[src/rtl/assert_macros.svh]
// assertion macros used by the top-level rtl file
`ifndef ASSERT_MACROS_SVH
`define ASSERT_MACROS_SVH

// same-cycle implication under an active-low reset
`define ASSERT_IMP(lbl, clk, rstn, pre, post) \
    lbl: assert property (@(posedge clk) disable iff (!rstn) (pre) |-> (post)) \
        else $error("same-cycle check failed");

// next-cycle implication under an active-low reset
`define ASSERT_NXT(lbl, clk, rstn, pre, post) \
    lbl: assert property (@(posedge clk) disable iff (!rstn) (pre) |=> (post)) \
        else $error("next-cycle check failed");

`endif

[src/rtl/cci_pkg.sv]
// constants for the circle collision impulse block
`default_nettype none

package cci_pkg;

    localparam int POS_W      = 20;
    localparam int VEL_W      = 21;
    localparam int RSUM_W     = 16;
    localparam int IM_W       = 16;
    localparam int RST_W      = 9;
    localparam int IN_DATA_W  = 216;
    localparam int OUT_DATA_W = 168;

    // squared distance fed to the root unit, and the root it gives
    localparam int SQ_W       = 32;
    localparam int DIST_W     = SQ_W / 2;

    localparam int NORM_FRAC  = 14;
    localparam int MASS_FRAC  = 12;

    // normal divider: |d| << 14 over dist
    localparam int ND_N       = DIST_W + NORM_FRAC;
    // impulse divider: numerator over inverse mass sum
    localparam int JD_N       = 38;
    localparam int IMS_W      = IM_W + 1;

    localparam logic [RST_W-1:0] RST_RESET = 9'd230;
    localparam logic [RST_W:0]   ONE_Q8    = 10'd256;

endpackage

`default_nettype wire

[src/rtl/cci_sqrt.sv]
// pipelined integer square root, one result bit per stage
`default_nettype none

module cci_sqrt #(
    parameter int X_W    = cci_pkg::SQ_W,
    parameter int SIDE_W = 1
) (
    input  logic                 aclk,
    input  logic                 aresetn,
    input  logic                 en,
    input  logic                 in_valid,
    input  logic [X_W-1:0]       in_x,
    input  logic [SIDE_W-1:0]    in_side,
    output logic                 out_valid,
    output logic [X_W/2-1:0]     out_root,
    output logic [SIDE_W-1:0]    out_side
);

    localparam int RT_W  = X_W / 2;
    localparam int REM_W = RT_W + 2;

    logic              v_reg    [RT_W];
    logic [REM_W-1:0]  rem_reg  [RT_W];
    logic [RT_W-1:0]   root_reg [RT_W];
    logic [X_W-1:0]    x_reg    [RT_W];
    logic [SIDE_W-1:0] side_reg [RT_W];

    for (genvar k = 0; k < RT_W; k++) begin : g_stage
        logic              v_prev;
        logic [REM_W-1:0]  rem_prev;
        logic [RT_W-1:0]   root_prev;
        logic [X_W-1:0]    x_prev;
        logic [SIDE_W-1:0] side_prev;
        logic [REM_W+1:0]  rem_sh;
        logic [REM_W+1:0]  diff;
        logic [REM_W-1:0]  trial;
        logic              fit;
        logic [REM_W-1:0]  rem_next;
        logic [RT_W-1:0]   root_next;

        if (k == 0) begin : g_first
            assign v_prev    = in_valid;
            assign rem_prev  = '0;
            assign root_prev = '0;
            assign x_prev    = in_x;
            assign side_prev = in_side;
        end else begin : g_rest
            assign v_prev    = v_reg[k-1];
            assign rem_prev  = rem_reg[k-1];
            assign root_prev = root_reg[k-1];
            assign x_prev    = x_reg[k-1];
            assign side_prev = side_reg[k-1];
        end

        always_comb begin
            rem_sh    = {rem_prev, x_prev[X_W-1 -: 2]};
            trial     = {root_prev, 2'b01};
            diff      = rem_sh - {2'b00, trial};
            fit       = (rem_sh >= {2'b00, trial});
            rem_next  = fit ? diff[REM_W-1:0] : rem_sh[REM_W-1:0];
            root_next = {root_prev[RT_W-2:0], fit};
        end

        always_ff @(posedge aclk) begin
            if (!aresetn) begin
                v_reg[k] <= 1'b0;
            end else if (en) begin
                v_reg[k] <= v_prev;
            end
        end

        always_ff @(posedge aclk) begin
            if (en) begin
                rem_reg[k]  <= rem_next;
                root_reg[k] <= root_next;
                x_reg[k]    <= {x_prev[X_W-3:0], 2'b00};
                side_reg[k] <= side_prev;
            end
        end
    end

    assign out_valid = v_reg[RT_W-1];
    assign out_root  = root_reg[RT_W-1];
    assign out_side  = side_reg[RT_W-1];

endmodule

`default_nettype wire

[config.mk]
export PLATFORM = sky130hd
export DESIGN_NAME = cci_sqrt
export DESIGN_NICKNAME = d
export VERILOG_FILES = /design/src/rtl/assert_macros.svh /design/src/rtl/cci_pkg.sv /design/src/rtl/cci_sqrt.sv
export SDC_FILE = /design/constraint.sdc
export NUM_CORES = 1
export LEC_CHECK = 0
export BUFFER_PORTS_ARGS = -buffer_cell sky130_fd_sc_hd__buf_2
export CORE_ASPECT_RATIO = 0.75
export CORE_MARGIN = 2
export CORE_UTILIZATION = 60
export DETAILED_ROUTE_END_ITERATION = 16
export GPL_TIMING_DRIVEN = 0
export PLACE_DENSITY_LB_ADDON = 0.05
export SLEW_MARGIN = 20
export SYNTH_ARGS = -nofsm -noshare
export SYNTH_HDL_FRONTEND = slang
export SYNTH_SLANG_ARGS = --single-unit
[constraint.sdc]
create_clock -name aclk -period 4.65 [get_ports aclk]
set_input_delay 0.2325 -clock aclk [delete_from_list [all_inputs] [get_ports aclk]]
set_output_delay 0.2325 -clock aclk [all_outputs]
set_load 0.02 [all_outputs]
---- After elaboration in Yosys (flattened, before gate mapping) ----
Memory sizes are Yosys's and may differ from the RTL's.
Cells that the tools add are included.
word-level totals
  register bits after elaboration ......... 0
  bits in writable memories ............... 1056
  input bits .............................. 37
  output and inout port bits .............. 18
  word-level logic and storage cells ...... 90
  memories ................................ 5
memory list
  name      depth  bits a word  rd ports  clocked after Yosys merged registers in  write ports  line            source
  x_reg     16     30           15        0                                        16           cci_sqrt.sv:25  logic [X_W-1:0] x_reg [RT_W];
  rem_reg   16     18           15        0                                        16           cci_sqrt.sv:23  logic [REM_W-1:0] rem_reg [RT_W];
  root_reg  16     16           16        0                                        16           cci_sqrt.sv:24  logic [RT_W-1:0] root_reg [RT_W];
  side_reg  16     1            16        0                                        16           cci_sqrt.sv:26  logic [SIDE_W-1:0] side_reg [RT_W];
  v_reg     16     1            16        0                                        16           cci_sqrt.sv:22  logic v_reg [RT_W];
operators by class
  add/subtract/negate cells ............... 16
  order comparisons ....................... 16
  mux-type cells .......................... 37
  bitwise gates (word level) .............. 16
operators with widths
  kind                   count
  $ge A20 B18 Y1         15
  $mux W18               16
  $sub A18 B18 Y18       15
  $mux W1                21
  $or A1 B1 Y1           16
  $sub A2 B1 Y3 const B  1
  $ge A2 B1 Y1 const B   1

---- Longest topological paths before layout ----
Gate-level depths: netlist (run 1).
  word-level depth ........................ 4
  mapped depth ............................ 12
  depth with buffers taken out ............ 10

---- Least setup slack after synthesis (run 1) ----
Ideal clock, no wire load.
  path type ............................... register to register
  from .................................... memory rem_reg[10][4] (netlist bit)
  to ...................................... memory rem_reg[11][11] (netlist bit) (data pin)
  library setup time ...................... 0.260 ns
  arrival ................................. 2.341 ns
  slack ................................... 2.050 ns
  stages on the path, launching flop included .. 8
  period minus slack after synthesis ...... 2.600 ns
  cell sequence ........................... edfxtp_1 ha_1 nand4_1 or4_1 and3_1 o211ai_1 clkbuf_1 mux2_2
RTL lines
  element          line
  start, declared  cci_sqrt.sv:23

==> results of run 1 <==
## layer usage
metal / vias to the layer above / track usage [%] / wire (um)
met5: - / 0 / 0
met2: 499 / 28.3 / 21300
met3: 71 / 5.79 / 4670
li1: 8501 / - / -
met4: 0 / 5.18 / 926
met1: 8310 / 34.8 / 27100
## final timing paths
path / start / end / slack, ns
setup / recovery: x_reg[1][88]$_DFFE_PP_ / rem_reg[11][6]$_DFFE_PP_ / 1.04
hold / removal: en / x_reg[0][1]$_DFFE_PP_ / 0.05
setup reg to reg: x_reg[1][88]$_DFFE_PP_ / rem_reg[11][6]$_DFFE_PP_ / 1.04
hold reg to reg: x_reg[0][145]$_DFFE_PP_ / x_reg[0][177]$_DFFE_PP_ / 0.41
## power by group through the flow
stage                     Sequential [mW]  Combinational, mW  Clock [mW]
after global routing                 7.72               2.36        5.28
after detailed placement             7.77               2.04           0
final                                7.65               2.10        4.93
after floorplan                      7.66               1.49           0
after CTS                            7.65               2.08        5.05
after global placement               7.86               1.94           0
## per-stage QoR
| step | cell area (um^2) | utilization, % | setup WS, ns | std cells | power [mW] |
|---|---|---|---|---|---|
| finish | 33300 | 68.2 | 1.04 | 3059 | 14.7 |
| floorplan | 29700 | - | 2.05 | 2203 | 9.14 |
| global route | 33300 | 68.2 | 0.797 | 3059 | 15.4 |
| detailed placement | 31000 | 63.4 | 1.05 | 2911 | 9.81 |
| global placement | 30800 | 63.1 | -6.74 | 2905 | 9.80 |
| CTS | 33300 | 68.2 | 1.16 | 3059 | 14.8 |
## cell families (layout without fill, tap and decap cells)
logic type | after synthesis | after routing
multiplexers | 28 | 28
other | 1 | 1
buffers and inverters | 208 | 416
flip-flops | 658 | 658
AND/OR/NAND/NOR | 561 | 561
XOR/XNOR | 190 | 190
adder cells (fa/ha/maj) | 153 | 153
AO/OA/AOI/OAI | 404 | 404
## worst max-delay path: stages, from the launching register on
cell and delay [ns]:
edfxtp_1 0.60, inv_1 0.16, ha_1 0.25, nand2b_1 0.17
a211oi_1 0.47, nor4_1 0.20, o211ai_1 0.57, clkbuf_1 0.54
mux2_2 0.41
## cells in the mapped netlist (all sizes together), types with 7 or more instances
library cell / count / area, um^2
edfxtp: 657 / 19700
inv: 180 / 676
ha: 153 / 1910
nor2: 144 / 541
nand2: 133 / 499
a21oi: 124 / 621
o21ai: 116 / 581
xnor2: 98 / 858
xor2: 92 / 806
nor3: 53 / 265
o21a: 34 / 255
nand2b: 33 / 206
and3: 29 / 181
nor4: 29 / 196
or3: 27 / 169
a21o: 26 / 195
nand3: 24 / 125
mux2: 22 / 251
clkbuf: 21 / 78.8
nor2b: 20 / 125
a211oi: 18 / 135
nand4: 16 / 100
a31oi: 12 / 81.3
or4: 12 / 90.1
o21bai: 11 / 82.6
o211ai: 9 / 67.6
o31ai: 8 / 60.1
nand3b: 7 / 52.6
o31a: 7 / 61.3
## repair_timing
| action | in CTS | in global routing |
|---|---|---|
| hold buffers | 36 | 0 |
| gates resized for setup | 0 | 0 |
| setup endpoints to repair | 0 | 0 |
| setup buffers | 0 | 0 |
| endpoints found under the hold margin | 40 | 0 |
## layout make-up
cell class                 count  area share (%)
tap                          648            2.43
buffer                        27           0.338
multi-input combinational   1337            27.6
timing repair buffer          96            2.42
clock inverter                39            1.23
inverter                     181            2.04
clock buffer                  73            4.71
sequential                   658            59.3
==> flow_metrics.tcl, run 1 <==
set metrics [dict create \
    layout_commonest_cell "edfxtp_1" \
    drt-initial-drc-count 1633 \
    layout_common_cells "657 x edfxtp_1, 179 x inv_1, 153 x ha_1" \
    coreArea_um2 48900 \
    ys_async_sr_fraction_pct 0 \
    synth_xor_area_share_pct 5.60 \
    synthMuxAreaShare_pct 1.05 \
    drtPass1Iterations 5 \
    worstHoldPathCells 1 \
    clock_latency_ns 0.65 \
    clock_sinks 658 \
    grt_pass1_wl_mm 86.7 \
    synth_cells 2203 \
    hold_violations 0 \
    synth_compound_area_share_pct 8.34 \
    reg2regPathDepth 8 \
    drv_slew 0 \
    cap_violations 0 \
    crit_type "reg2reg" \
    h-tree-depth 2 \
    diodes 0 \
    clk_path_buf_depth 3 \
    routed_wl_mm 54.1 \
    worstPathRequired_ns 5.03 \
    yosys.area_share.simple_pct 9.48 \
    endpoint_kind "register" \
    syn_to_final_growth_pct 12.1 \
    p_per_area_nw_per_um2 440 \
    post-route-period-util_pct 77.6 \
    drive_gt1_share_pct 7.80 \
    die_width_um 261 \
    critPathLaunchType "register" \
    antenna_found_initial 0 \
    clk_pin_slew_ns 0.06 \
    synth_top_family_by_area "simple AND/OR/NAND/NOR gates" \
    seqPwrFrac_pct 52.1 \
    max_freq_mhz 277 \
    setup-tns-final_ns 0 \
    largest_reg_flops 250 \
    grt_overflow 0 \
    worst_slew_pin_slew_ns 1.05 \
    vdd_drop_max_mv 0.337 \
    clock_skew_ns 0.0417 \
    final_nets 2552 \
    rsz0062_at_grt "no" \
    hpwl_mm 37.8 \
    min_path_type "in2reg" \
    yosys_most_used_dff "edfxtp_1" \
    clockRootBuffer "clkbuf_16" \
    ys_ff_latch 658 \
    grt_usage_pct 21.4 \
    viasPerCell 5.68 \
    n_fill_cell 3373 \
    place.gp.congestion 0.963 \
    synthDistinctLibCells 70 \
    mappedNetlistNets 2393 \
    power_frac_comb_pct 14.3 \
    io_pins 55 \
    synth-seq-area-share_pct 66.4 \
    numPortBuffers 54 \
    switchingPower_mw 3.72 \
    ant_nets 0 \
    synth_edf_count 657 \
    multi_input_area_um2 9190 \
    synth_fa_ha_area_share_pct 6.44 \
    avgSynthCellArea_um2 13.5 \
    setup_viol 0 \
    p_leak_nw 12.8 \
    fp.dieH_um 197 \
    remaining_drc_errors 0 \
    cp_data_arrival_time_ns 3.99 \
    slew_headroom_pct 29.1 \
    grt_pass1_vias 16600 \
    grt_max_degree 114 \
    die_area_um2 51400 \
    numCtsBuffers 61 \
    start_util_pct 60.8 \
    path_max_fanout 10 \
    row_count 70 \
    clkPwrFrac_pct 33.5 \
    cts_tree "done" \
    wl_per_cell_um 17.7 \
    regArea_um2 19700 \
    dr_total_vias 17400 \
    p_sw_share_pct 25.3 \
    synth_area_um2 29700 \
    fin_crit_ns 3.61 \
    p_int_mw 11.0 \
    ys_warn_count 0 \
    hold_slack_ns 0.0515 \
    status "finished clean" \
]
No activity file was read; power rests on OpenSTA's default activity.
==> run 2, diff against run 1 <==
ABC_AREA = 1   (was unset)
CORE_UTILIZATION = 57   (was 60)
clock period = 2.95 ns   (was 4.65 ns; I/O delays follow)
==> run 2 against run 1 <==
Sequential share of layout area fell by 6.4 points. Clock power grew 61%. First-iteration DRC count rose by 9.7%. Count of clock-buffer cells in the layout is 10 higher. Global-route usage grew 2.0 points. Clock skew decreased by 0.021 ns. Wire length grew 30%. Critical endpoint is now side_reg[8]$_DFFE_PP_.
==> flow_metrics.tcl, run 2 <==
set metrics [dict create \
    power_frac_comb_pct 17.2 \
    row_count 76 \
    layout_common_cells "925 x nand2_1, 657 x edfxtp_1, 496 x inv_1" \
    diodes 0 \
    seqPwrFrac_pct 49.8 \
    min_path_type "in2reg" \
    place.gp.congestion 0.945 \
    synth_xor_area_share_pct 2.69 \
    fin_util_pct 64.7 \
    clock_sinks 658 \
    viasPerCell 5.24 \
    drive_gt1_share_pct 9.09 \
    drv_slew 0 \
    cts_resized 0 \
    drtPass1Iterations 5 \
    ys_async_sr_fraction_pct 0 \
    slew_headroom_pct 59.4 \
    mappedNetlistNets 3562 \
    synthTopCellsByCount "925 x nand2_1, 657 x edfxtp_1, 496 x inv_1, 297 x nor2_1, 192 x nand3_1" \
    grt_max_degree 113 \
    p_per_area_nw_per_um2 644 \
    multi_input_area_um2 11600 \
    numCtsBuffers 66 \
    cp_slowest_cell "dlygate4sd3_1" \
    coreArea_um2 57800 \
    cts_tree "done" \
    clk_pin_slew_ns 0.07 \
    hold_violations 0 \
    post-route-period-util_pct 93.7 \
    vdd_drop_max_mv 0.543 \
    endpoint_kind "register" \
    cap_violations 0 \
    clk_path_buf_depth 3 \
    die_area_um2 60800 \
    p_sw_share_pct 28.0 \
    drt-initial-drc-count 1792 \
    crit_type "in2reg" \
    wl_per_cell_um 16.1 \
    cpLargestDelayFamily "buffers and inverters" \
    clkPwrFrac_pct 33.0 \
    worst_slew_pin_slew_ns 0.607 \
    p_int_mw 17.3 \
    grt_usage_pct 23.4 \
    dr_total_vias 22900 \
    grt_overflow 0 \
    synth_top_family_by_area "simple AND/OR/NAND/NOR gates" \
    start_util_pct 58.0 \
    yosys_most_used_dff "edfxtp_1" \
    critPathLaunchType "primary input" \
    synth_fa_ha_area_share_pct 5.71 \
    postCtsSetupBuffers 0 \
    antenna_found_initial 0 \
    yosysMostFrequentCell "nand2_1" \
    remaining_drc_errors 0 \
    grt_pass1_wl_mm 114 \
    layout_commonest_cell "nand2_1" \
    cp_num_buf_inv 6 \
    die_width_um 284 \
    status "finished clean" \
    routed_wl_mm 70.2 \
    synth_cells 3372 \
    synth-seq-area-share_pct 58.9 \
    crit_path_frequent_cell "buf_16" \
    io_pins 55 \
    cp_data_arrival_time_ns 2.99 \
    synth_edf_count 657 \
    setup_viol 0 \
    crit_chain "dlygate4sd3_1 -> buf_8 -> buf_16 -> buf_16 -> buf_16 -> buf_16" \
    ys_warn_count 0 \
    grt_pass1_vias 22000 \
    clockRootBuffer "clkbuf_16" \
    h-tree-depth 3 \
    worstPathRequired_ns 3.18 \
    avgSynthCellArea_um2 9.95 \
    synthMuxAreaShare_pct 0 \
    final_nets 3728 \
    syn_to_final_growth_pct 11.5 \
    regArea_um2 19700 \
    synth_area_leaders "edfxtp_1 59%, nand2_1 10%, ha_1 5.7%, inv_1 5.6%, nor2_1 3.3%" \
    yosysTopAreaCell "edfxtp_1" \
    fin_crit_ns 2.76 \
    rsz0062_at_grt "no" \
    crit_path_max_incr_delay_ns 0.57 \
    fp.dieH_um 214 \
    clock_skew_ns 0.0210 \
    clock_latency_ns 0.60 \
    switchingPower_mw 6.75 \
    total_power_mw 24.1 \
    synth_compound_area_share_pct 5.61 \
    p_leak_nw 16.1 \
    largest_reg_flops 250 \
    synth_area_um2 33500 \
    ant_nets 0 \
    ys_ff_latch 658 \
    path_max_fanout 112 \
    max_freq_mhz 362 \
    synthDistinctLibCells 48 \
    yosys.area_share.simple_pct 20.7 \
    hpwl_mm 52.3 \
    yosys.area.top_type_share_pct 58.8 \
    n_fill_cell 4679 \
    numPortBuffers 54 \
]
run 2: path summary, 6_finish.rpt:
| path | start | slack [ns] | end | depth (start not counted) |
|---|---|---|---|---|
| max | en | 0.19 | side_reg[8]$_DFFE_PP_ | 6 |
| min | in_x[1] | 0.26 | x_reg[0][1]$_DFFE_PP_ | 2 |
| max reg2reg | root_reg[5][16]$_DFFE_PP_ | 0.56 | rem_reg[12][2]$_DFFE_PP_ | 12 |
| min reg2reg | x_reg[0][171]$_DFFE_PP_ | 0.41 | x_reg[0][203]$_DFFE_PP_ | 0 |
run 2: metrics by stage:
stage | setup TNS [ns] | cells | hold slack [ns] | instance area (um^2) | setup WS [ns]
finish | 0 | 4368 | 0.257 | 37400 | 0.186
global route | 0 | 4368 | 0.231 | 37400 | 0.0175
CTS | 0 | 4368 | 0.217 | 37400 | 0.208
detailed placement | 0 | 4212 | 0.327 | 35000 | 0.175
global placement | -4995.64 | 4206 | 0.324 | 34800 | -8.96
floorplan | 0 | 3372 | 0.246 | 33500 | 1.02
run 2: cell type report:
type / instances / share of cell area (%)
inverter: 509 / 5.13
tap: 780 / 2.61
multi-input combinational: 2179 / 31.1
sequential: 658 / 52.8
buffer: 26 / 0.642
clock buffer: 83 / 4.70
timing repair buffer: 98 / 2.21
clock inverter: 35 / 0.793
run 2: repair_timing:
item	in CTS	in global routing
hold buffers	38	0
endpoints found under the setup margin	0	0
endpoints found under the hold margin	79	0
run 2: cell families after synthesis:
logic type,count (synthesis)
and+or+nand+nor,1606
xor gates and xnor gates,103
other,1
adders and majority gates,153
DFF,658
buffers and inverters,535
AOI/OAI and AO/OA,316
run 2: layer usage:
layer	vias to the layer above	global-route usage [%]	routed length [um]
met5	-	0	0
met4	0	6.07	1480
met3	98	3.32	3320
met2	526	36.8	31700
met1	10700	34.5	33700
li1	11600	-	-
run 2: power groups by stage:
stage	clock network, mW	registers [mW]	logic, mW
final	7.95	12.0	4.15
after floorplan	0	11.9	2.99
after CTS	8.16	12.0	4.13
after global routing	8.53	12.1	4.74
after global placement	0	12.3	3.97
after detailed placement	0	12.2	4.06
